===== src/rtl/f2dtxt_pkg.sv =====
// Package for the float-to-decimal-text block: widths, character codes and
// the status record of the binary-to-BCD converter. No dependencies.
`timescale 1ns / 1ps

package f2dtxt_pkg;

  localparam int FRACTION_DIGITS = 5;  // 1..9
  localparam int FRAC_CNT_W      = (FRACTION_DIGITS > 1) ? $clog2(FRACTION_DIGITS) : 1;

  localparam int FLOAT_W   = 32;
  localparam int EXP_W     = 8;
  localparam int MAN_W     = 24;            // mantissa with the implicit one
  localparam int FRAC_W    = 64;            // fraction kept as a 64-bit binary fraction
  localparam int SHIFT_W   = 6;             // shifts of 64 and up give zero
  localparam int ALIGN_W   = MAN_W + FRAC_W;

  localparam logic [EXP_W-1:0] EXP_MAX = 8'd150;  // exponent where the shift is zero

  localparam int INT_DIGITS    = 8;         // 2^24 - 1 has eight decimal digits
  localparam int INT_IDX_W     = 3;
  localparam int BCD_W         = 4 * INT_DIGITS;
  localparam int BITS_PER_STEP = 4;
  localparam int BCD_STEPS     = MAN_W / BITS_PER_STEP;
  localparam int STEP_CNT_W    = $clog2(BCD_STEPS);

  localparam logic [7:0] CH_NONE  = 8'h00;
  localparam logic [7:0] CH_ZERO  = 8'h30;
  localparam logic [7:0] CH_DOT   = 8'h2E;
  localparam logic [7:0] CH_MINUS = 8'h2D;

  typedef struct packed {
    logic busy;
    logic done;   // one-cycle pulse, BCD result valid
  } bcd_stat_t;

endpackage


===== src/rtl/f2dtxt_in_if.sv =====
// Request channel carrying one single-precision bit pattern.
// Depends on f2dtxt_pkg.
`timescale 1ns / 1ps

interface f2dtxt_in_if;
  logic                          valid;
  logic                          ready;
  logic [f2dtxt_pkg::FLOAT_W-1:0] float_bits;

  modport source (output valid, output float_bits, input ready);
  modport sink   (input valid, input float_bits, output ready);
endinterface


===== src/rtl/f2dtxt_out_if.sv =====
// Result channel carrying one text character per transfer.
// No package dependency.
`timescale 1ns / 1ps

interface f2dtxt_out_if;
  logic       valid;
  logic       ready;
  logic [7:0] character;
  logic       last;
  logic       out_of_range;

  modport source (output valid, output character, output last, output out_of_range,
                  input ready);
  modport sink   (input valid, input character, input last, input out_of_range,
                  output ready);
endinterface


===== src/rtl/float_to_fixed_decimal_text_core.sv =====
// Top level: single-precision bit pattern to fixed-point decimal ASCII text.
// Depends on f2dtxt_pkg, f2dtxt_in_if, f2dtxt_out_if and f2dtxt_bcd.
`timescale 1ns / 1ps
//
// Usage:
//   din  : one request per float pattern (valid/ready, float_bits).
//   dout : the text, one character per transfer: optional '-', integer digits,
//          '.', then FRACTION_DIGITS truncated fraction digits; last marks the
//          final character. Exponents above 150 (|x| >= 2^24, Inf, NaN) give a
//          single transfer with character 0, last and out_of_range set.
//   Timing: the integer part goes through a shift/add-3 converter that
//   handles four bits a cycle of the 24-bit mantissa. Fraction digits come
//   from one 68-bit times-ten adder, one digit per character. din.ready is
//   high only while no request is in work.
//   A stalled dout holds the current character and the sequencer waits; the
//   output register lets the next request be taken while the final character
//   of the previous one is still waiting.
//   Reset (rst, synchronous) drops any request in work and clears dout.valid.

module float_to_fixed_decimal_text_core (
  input  logic          clk,
  input  logic          rst,
  f2dtxt_in_if.sink     din,
  f2dtxt_out_if.source  dout
);

  typedef enum logic [6:0] {
    S_IDLE = 7'b0000001,
    S_CONV = 7'b0000010,
    S_SIGN = 7'b0000100,
    S_INT  = 7'b0001000,
    S_DOT  = 7'b0010000,
    S_FRAC = 7'b0100000,
    S_OOR  = 7'b1000000
  } state_t;

  state_t state;
  state_t state_next;

  logic                                  sign;
  logic [f2dtxt_pkg::FRAC_W-1:0]         frac;
  logic [f2dtxt_pkg::INT_IDX_W-1:0]      int_idx;
  logic [f2dtxt_pkg::FRAC_CNT_W-1:0]     frac_cnt;
  logic                                  bcd_start;
  f2dtxt_pkg::bcd_stat_t                 bcd_stat;
  logic [f2dtxt_pkg::BCD_W-1:0]          bcd;

  // load-time decode
  logic [f2dtxt_pkg::EXP_W-1:0]          expo;
  logic [f2dtxt_pkg::EXP_W-1:0]          shift;
  logic                                  in_oor;
  logic [f2dtxt_pkg::ALIGN_W-1:0]        aligned;
  logic                                  in_fire;

  // emit path
  logic                                  out_free;
  logic                                  emit;
  logic [7:0]                            ch;
  logic                                  ch_last;
  logic                                  ch_oor;
  logic [f2dtxt_pkg::FRAC_W+3:0]         times10;
  logic [3:0]                            int_nib;
  logic [f2dtxt_pkg::INT_IDX_W-1:0]      top_idx;

  assign din.ready = (state == S_IDLE);
  assign in_fire   = din.valid && din.ready;

  assign expo   = din.float_bits[30:23];
  assign in_oor = expo > f2dtxt_pkg::EXP_MAX;
  assign shift  = f2dtxt_pkg::EXP_MAX - expo;

  // {mantissa, 64 fraction bits} >> shift: integer part on top, binary fraction below
  always_comb begin
    if (shift[7:6] != 2'b00) begin
      aligned = '0;
    end else begin
      aligned = {1'b1, din.float_bits[22:0], {f2dtxt_pkg::FRAC_W{1'b0}}}
                >> shift[f2dtxt_pkg::SHIFT_W-1:0];
    end
  end

  assign bcd_start = in_fire && !in_oor;

  f2dtxt_bcd u_bcd (
    .clk   (clk),
    .rst   (rst),
    .start (bcd_start),
    .value (aligned[f2dtxt_pkg::ALIGN_W-1:f2dtxt_pkg::FRAC_W]),
    .stat  (bcd_stat),
    .bcd   (bcd)
  );

  // highest nonzero BCD digit; zero selects the single '0'
  always_comb begin
    top_idx = '0;
    for (int d = 1; d < f2dtxt_pkg::INT_DIGITS; d++) begin
      if (bcd[4*d +: 4] != 4'd0) begin
        top_idx = f2dtxt_pkg::INT_IDX_W'(d);
      end
    end
  end

  assign times10 = {1'b0, frac, 3'b000} + {3'b000, frac, 1'b0};
  assign int_nib = bcd[{int_idx, 2'b00} +: 4];

  assign out_free = !dout.valid || dout.ready;

  always_comb begin
    state_next = state;
    emit       = 1'b0;
    ch         = f2dtxt_pkg::CH_NONE;
    ch_last    = 1'b0;
    ch_oor     = 1'b0;
    case (state)
      S_IDLE: begin
        if (in_fire) begin
          state_next = in_oor ? S_OOR : S_CONV;
        end
      end
      S_CONV: begin
        if (bcd_stat.done) begin
          state_next = sign ? S_SIGN : S_INT;
        end
      end
      S_SIGN: begin
        emit = out_free;
        ch   = f2dtxt_pkg::CH_MINUS;
        if (out_free) state_next = S_INT;
      end
      S_INT: begin
        emit = out_free;
        ch   = f2dtxt_pkg::CH_ZERO | {4'b0000, int_nib};
        if (out_free && int_idx == '0) state_next = S_DOT;
      end
      S_DOT: begin
        emit = out_free;
        ch   = f2dtxt_pkg::CH_DOT;
        if (out_free) state_next = S_FRAC;
      end
      S_FRAC: begin
        emit    = out_free;
        ch      = f2dtxt_pkg::CH_ZERO | {4'b0000, times10[f2dtxt_pkg::FRAC_W+3:f2dtxt_pkg::FRAC_W]};
        ch_last = (frac_cnt == '0);
        if (out_free && frac_cnt == '0) state_next = S_IDLE;
      end
      S_OOR: begin
        emit    = out_free;
        ch      = f2dtxt_pkg::CH_NONE;
        ch_last = 1'b1;
        ch_oor  = 1'b1;
        if (out_free) state_next = S_IDLE;
      end
      default: begin
        state_next = S_IDLE;
      end
    endcase
  end

  always_ff @(posedge clk) begin
    if (rst) begin
      state      <= S_IDLE;
      dout.valid <= 1'b0;
    end else begin
      state <= state_next;
      if (emit) begin
        dout.valid <= 1'b1;
      end else if (dout.ready) begin
        dout.valid <= 1'b0;
      end
    end
  end

  always_ff @(posedge clk) begin
    if (in_fire) begin
      sign <= din.float_bits[31];
      frac <= aligned[f2dtxt_pkg::FRAC_W-1:0];
    end
    if (state == S_CONV && bcd_stat.done) begin
      int_idx <= top_idx;
    end else if (state == S_INT && out_free) begin
      int_idx <= int_idx - 1'b1;
    end
    if (state == S_DOT && out_free) begin
      frac_cnt <= f2dtxt_pkg::FRAC_CNT_W'(f2dtxt_pkg::FRACTION_DIGITS - 1);
    end else if (state == S_FRAC && out_free) begin
      frac_cnt <= frac_cnt - 1'b1;
      frac     <= times10[f2dtxt_pkg::FRAC_W-1:0];
    end
    if (emit) begin
      dout.character    <= ch;
      dout.last         <= ch_last;
      dout.out_of_range <= ch_oor;
    end
  end

  a_busy_after_req: assert property (@(posedge clk) disable iff (rst)
    in_fire |=> state != S_IDLE)
    else $error("request accepted but sequencer idle");
  a_conv_handoff: assert property (@(posedge clk) disable iff (rst)
    (state == S_CONV && bcd_stat.done) |=> (state == S_SIGN || state == S_INT))
    else $error("converter done not followed by emission");
  a_conv_running: assert property (@(posedge clk) disable iff (rst)
    state == S_CONV |-> (bcd_stat.busy || bcd_stat.done))
    else $error("waiting on an idle converter");
  a_oor_form: assert property (@(posedge clk) disable iff (rst)
    (dout.valid && dout.out_of_range) |-> (dout.last && dout.character == f2dtxt_pkg::CH_NONE))
    else $error("malformed out-of-range result");

endmodule


===== src/rtl/f2dtxt_bcd.sv =====
// Iterative binary to BCD converter (shift and add-3), four bits per cycle.
// Depends on f2dtxt_pkg.
`timescale 1ns / 1ps

module f2dtxt_bcd (
  input  logic                             clk,
  input  logic                             rst,
  input  logic                             start,
  input  logic [f2dtxt_pkg::MAN_W-1:0]     value,
  output f2dtxt_pkg::bcd_stat_t            stat,
  output logic [f2dtxt_pkg::BCD_W-1:0]     bcd
);

  logic [f2dtxt_pkg::MAN_W-1:0]      bin;
  logic [f2dtxt_pkg::MAN_W-1:0]      bin_next;
  logic [f2dtxt_pkg::BCD_W-1:0]      acc;
  logic [f2dtxt_pkg::BCD_W-1:0]      acc_next;
  logic [f2dtxt_pkg::STEP_CNT_W-1:0] cnt;
  logic                              busy;
  logic                              done;

  always_comb begin
    logic [f2dtxt_pkg::BCD_W-1:0] a;
    logic [f2dtxt_pkg::MAN_W-1:0] b;
    a = acc;
    b = bin;
    for (int s = 0; s < f2dtxt_pkg::BITS_PER_STEP; s++) begin
      for (int d = 0; d < f2dtxt_pkg::INT_DIGITS; d++) begin
        if (a[4*d +: 4] >= 4'd5) begin
          a[4*d +: 4] = a[4*d +: 4] + 4'd3;
        end
      end
      {a, b} = {a[f2dtxt_pkg::BCD_W-2:0], b, 1'b0};
    end
    acc_next = a;
    bin_next = b;
  end

  always_ff @(posedge clk) begin
    if (rst) begin
      busy <= 1'b0;
      done <= 1'b0;
      cnt  <= '0;
    end else begin
      done <= 1'b0;
      if (start) begin
        busy <= 1'b1;
        cnt  <= '0;
      end else if (busy) begin
        if (cnt == f2dtxt_pkg::STEP_CNT_W'(f2dtxt_pkg::BCD_STEPS - 1)) begin
          busy <= 1'b0;
          done <= 1'b1;
        end else begin
          cnt <= cnt + 1'b1;
        end
      end
    end
  end

  always_ff @(posedge clk) begin
    if (start) begin
      bin <= value;
      acc <= '0;
    end else if (busy) begin
      bin <= bin_next;
      acc <= acc_next;
    end
  end

  assign stat.busy = busy;
  assign stat.done = done;
  assign bcd       = acc;

  a_no_restart: assert property (@(posedge clk) disable iff (rst) start |-> !busy)
    else $error("bcd start while busy");
  a_done_after_busy: assert property (@(posedge clk) disable iff (rst)
    done |-> $past(busy) && !busy)
    else $error("bcd done without a finished run");

endmodule


===== src/flat_wrapper.sv =====
// flat-port wrapper written by rule: the top's interface ports become plain ports
module float_to_fixed_decimal_text_core_flat 
  (clk, rst, din_valid, din_float_bits, din_ready, dout_valid, dout_character, dout_last, dout_out_of_range, dout_ready);
  f2dtxt_in_if din_i ();
  f2dtxt_out_if dout_i ();
  input  logic clk;
  input  logic rst;
  input wire logic [$bits(din_i.valid)-1:0] din_valid;
  input wire logic [$bits(din_i.float_bits)-1:0] din_float_bits;
  output wire logic [$bits(din_i.ready)-1:0] din_ready;
  output wire logic [$bits(dout_i.valid)-1:0] dout_valid;
  output wire logic [$bits(dout_i.character)-1:0] dout_character;
  output wire logic [$bits(dout_i.last)-1:0] dout_last;
  output wire logic [$bits(dout_i.out_of_range)-1:0] dout_out_of_range;
  input wire logic [$bits(dout_i.ready)-1:0] dout_ready;
  assign din_i.valid = din_valid;
  assign din_i.float_bits = din_float_bits;
  assign din_ready = din_i.ready;
  assign dout_valid = dout_i.valid;
  assign dout_character = dout_i.character;
  assign dout_last = dout_i.last;
  assign dout_out_of_range = dout_i.out_of_range;
  assign dout_i.ready = dout_ready;
  float_to_fixed_decimal_text_core u_core (.clk(clk), .rst(rst), .din(din_i), .dout(dout_i));
endmodule

===== config.mk =====
export PLATFORM = sky130hd
export DESIGN_NAME = float_to_fixed_decimal_text_core_flat
export DESIGN_NICKNAME = d
export VERILOG_FILES = /design/src/rtl/f2dtxt_pkg.sv /design/src/rtl/f2dtxt_in_if.sv /design/src/rtl/f2dtxt_out_if.sv /design/src/rtl/float_to_fixed_decimal_text_core.sv /design/src/rtl/f2dtxt_bcd.sv /design/src/flat_wrapper.sv
export SDC_FILE = /design/constraint.sdc
export NUM_CORES = 1
export LEC_CHECK = 0
export BUFFER_PORTS_ARGS = -buffer_cell sky130_fd_sc_hd__buf_2
export CORE_ASPECT_RATIO = 1.25
export CORE_UTILIZATION = 30
export DETAILED_ROUTE_END_ITERATION = 10
export RECOVER_POWER = 50
export REMOVE_ABC_BUFFERS = 1
export SLEW_MARGIN = 20
export SYNTH_ARGS = -nofsm -noshare
export SYNTH_HDL_FRONTEND = slang
export SYNTH_SLANG_ARGS = --single-unit

===== constraint.sdc =====
create_clock -name clk -period 4.7 [get_ports clk]
set_input_delay 0.235 -clock clk [delete_from_list [all_inputs] [get_ports clk]]
set_output_delay 0.235 -clock clk [all_outputs]
set_load 0.03 [all_outputs]

==> run_results.csv <==
group,metric,value,unit
placed_design,hpwlAfterDp,36450,µm
logic_synthesis,ys_seq_elements,148,
placed_design,gp_congestion,0.8971,
logic_synthesis,async_reset_ff_share,0,%
cts,cts_tree,"built",
final_layout,area_delta_synth_final,8.314,%
sta,grt_setup_unrepaired,"false",
cts,clk_latency,0.44,ns
logic_synthesis,ys_types,106,
critical_path,cp_max_fo,13,
logic_synthesis,ys_warn_count,0,
global_routing,grt.overflow.total,0,
detailed_routing,detail_route.first_pass.iterations,5,
critical_path,cpPeakStageDelay,0.87,ns
power,combPwrFrac,72.1,%
detailed_routing,wl_met2,23990,µm
final_layout,nets,2110,
die,pin_count,48,
critical_path,cp_common_cell,"nand2_1",
power,p_per_area,740.0,mW/mm²
die,dieArea,0.05269,mm²
die,die_x,205.5,µm
die,core-area,0.05076,mm²
global_routing,grt_usage,17.92,%
critical_path,worstPathArrival,4.35,ns
cts,cts_made_buffers,17,
logic_synthesis,syn_inst,2004,
final_layout,fillers,5286,
critical_path,cp_slowest_cell,"or4_1",
outcome,status,"complete, but fails checks",
cts,post_cts_buffers,0,
cts,cts.sinks,148,
hold_path,hold_class,"primary input to flop",
global_routing,grt_max_degree,49,
detailed_routing,wl_met3,2065,µm
placed_design,io_buffers,45,
sta,tightest_slew,1.788,ns
detailed_routing,vias,15379,
detailed_routing,vias_per_cell,5.810,
sta,fin_crit,3.986,ns
power,switching_power,0.006524,W
hold_path,hp-start,"din_float_bits[31]",
placed_design,dp_cells,2615,
critical_path,end_kind,"flop",
global_routing,antenna_found_initial,0,
power,p_leak,6.763,nW
placed_design,dpl_cell_area,0.01634,mm²
final_layout,num_antenna_cells,0,
sta,setup_viol,0,
critical_path,timing.rr.start,"u_core.state[3]",
detailed_routing,drt-met1-wl,19720,µm
critical_path,crit_start,"u_core.state[3]",
critical_path,critical_path_required,5.06,ns
power,power.internal,0.005924,W
global_routing,grt_pass1_vias,14725,
global_routing,grt_pass1_wl,77170,µm
power,pwr-share-seq,17.2,%
logic_synthesis,syn_area,0.01553,mm²
power,totalPowerFinal,0.01245,W
sta,skew,0.01521,ns
power,p_sw_share,52.41,%
detailed_routing,detail_route.wl_per_cell,17.91,µm
detailed_routing,drc,0,
detailed_routing,ant_nets,0,
die,die_h,256.4,µm
cts,cts.repair.resized,0,
critical_path,startpoint_type,"flop",
final_layout,final_area,0.01682,mm²
logic_synthesis,synthFlopType,"dfxtp_1",
critical_path,crit_type,"flop to flop",
cts,hold_buffers,0,
power,peakVddDrop,0.3746,mV
sta,slew_violations,39,
cts,clkTransAtPathRegs,0.07,ns
critical_path,crit_chain,"nor4_1, and2b_1, nand3b_1, inv_1, nand2_1, or4_1, nor2_1, nand2_1, o211ai_1, o21ai_0, a21oi_1",
logic_synthesis,synth_edf_count,36,
sta,fmax,250.9,MHz
cts,clockRootBuffer,"clkbuf_16",
final_layout,layout.cells.non_filler,2647,
detailed_routing,routed_wirelength,47420,µm
die,initial_core_util,30.59,%
power,clkPwrFrac,10.7,%
cts,cts_htree_levels,4,
die,fp-row-count,92,
logic_synthesis,syn_avg_cell_area,7.749,µm²
outcome,violations,"capacitance limit, slew limit",
detailed_routing,top_layer,"met4",
sta,max_slew_margin,-19.20,%
logic_synthesis,yosysSeqAreaShare,21.40,%
final_layout,drive_gt1_share,9.502,%
final_layout,final_util,33.14,%
cts,clock_path_buffers,2,
sta,setup_tns,0,ns
sta,finalCritPeriodShare,84.80,%
run,drv_cap,1,
sta,hold_violations,0,
detailed_routing,drt_iter0_markers,1349,
power by group through the flow:
stage / Clock, W / Sequential, W / Combinational [W]
after global routing: 0.00140 / 0.00219 / 0.00994
after detailed placement: 0 / 0.00216 / 0.00889
after global placement: 0 / 0.00215 / 0.00865
after CTS: 0.00135 / 0.00214 / 0.00895
after floorplan: 0 / 0.00205 / 0.00699
final: 0.00133 / 0.00214 / 0.00897
registers in the layout (all words and copies together), names as in the netlist:
| register | flops |
|---|---|
| u_core.state | 7 |
| u_core.u_bcd.cnt | 3 |
| u_core.frac | 64 |
| u_core.u_bcd.busy | 1 |
| u_core.dout.last | 1 |
| u_core.sign | 1 |
| u_core.u_bcd.bin | 24 |
| u_core.int_idx | 3 |
| u_core.dout.out_of_range | 1 |
| u_core.dout.character | 6 |
| u_core.frac_cnt | 3 |
| u_core.u_bcd.done | 1 |
| u_core.dout.valid | 1 |
| u_core.u_bcd.bcd | 32 |
routing by layer:
metal | GRT usage (%) | vias to the layer above
met1 | 21.41 | 7386
met4 | 6.914 | 0
met2 | 31.96 | 450
li1 | - | 7464
met5 | 0 | -
met3 | 2.364 | 79
worst max-delay path, delay by kind of cell, from the launching register on:
kind            cells  cell delay (ns)
buf+inv             1             0.17
compound gates      3             0.42
flops               1             0.37
simple gates        7             2.96
through the flow:
stage	hold WS, ns	worst slack, ns
finish	0.05026	0.7144
global route	0.04546	0.3505
CTS	0.0009943	0.7439
detailed placement	0.4569	0.7886
global placement	0.4388	0.8224
floorplan	0.3041	0.06826
cell usage in the layout, fill, tap and decap left out, drive strengths merged, types with 12 or more instances in the layout:
cell type  count
a22o          20
xor2          32
and2          16
o31ai         13
clkbuf        35
o21ai        158
edfxtp        36
mux4          16
o21a          15
and3          14
a22oi         13
a31oi         18
ha            97
nand4         25
dfxtp        112
buf           56
xnor2         65
a21o          56
inv           65
o21bai        16
mux2          20
nor2         195
nand2b        26
a221oi        48
mux2i         80
nand2        204
a211oi        35
nand3         34
a21oi        232
nor2b         12
nor3          49
final timing paths:
kind / endpoint / slack, ns / cells after the start
setup / recovery: u_core.frac[54] / 0.71 / 11
hold / removal: u_core.sign / 0.05 / 1
setup reg to reg: u_core.frac[54] / 0.71 / 11
hold reg to reg: u_core.frac_cnt[1] / 0.46 / 2
layout make-up:
type	instances	area, µm²	area share (%)
timing repair buffer	70	402.9	2.395
clock buffer	21	440.4	2.618
clock inverter	11	103.9	0.6174
sequential	148	3323	19.76
tap	658	823.3	4.894
inverter	61	229.0	1.361
multi-input combinational	1678	11500	68.36
cell usage after synthesis, drive strengths merged (26+ instances only):
master | n | share of area, %
xor2 | 32 | 1.8
nor3 | 49 | 1.6
nand3 | 34 | 1.1
a221oi | 48 | 2.9
nor2 | 195 | 4.7
a211oi | 35 | 1.8
xnor2 | 65 | 4.3
buf | 29 | 1.1
a21o | 56 | 2.7
clkbuf | 89 | 2.2
inv | 61 | 1.5
nand2 | 204 | 4.9
mux2i | 80 | 5.2
a21oi | 232 | 8.0
o21ai | 158 | 5.2
edfxtp | 36 | 7.0
nand2b | 26 | 1.1
dfxtp | 112 | 14
ha | 97 | 7.8
kinds of logic after synthesis:
logic type | share of synthesized area (%)
adder cells (fa/ha/maj) | 8.202
buffers and inverters | 4.689
XOR/XNOR | 6.099
AO/OA/AOI/OAI | 32.03
multiplexers | 8.999
AND/OR/NAND/NOR | 18.56
other | 0.02415
flip-flops | 21.40
No activity file was read; power rests on OpenSTA's default activity.
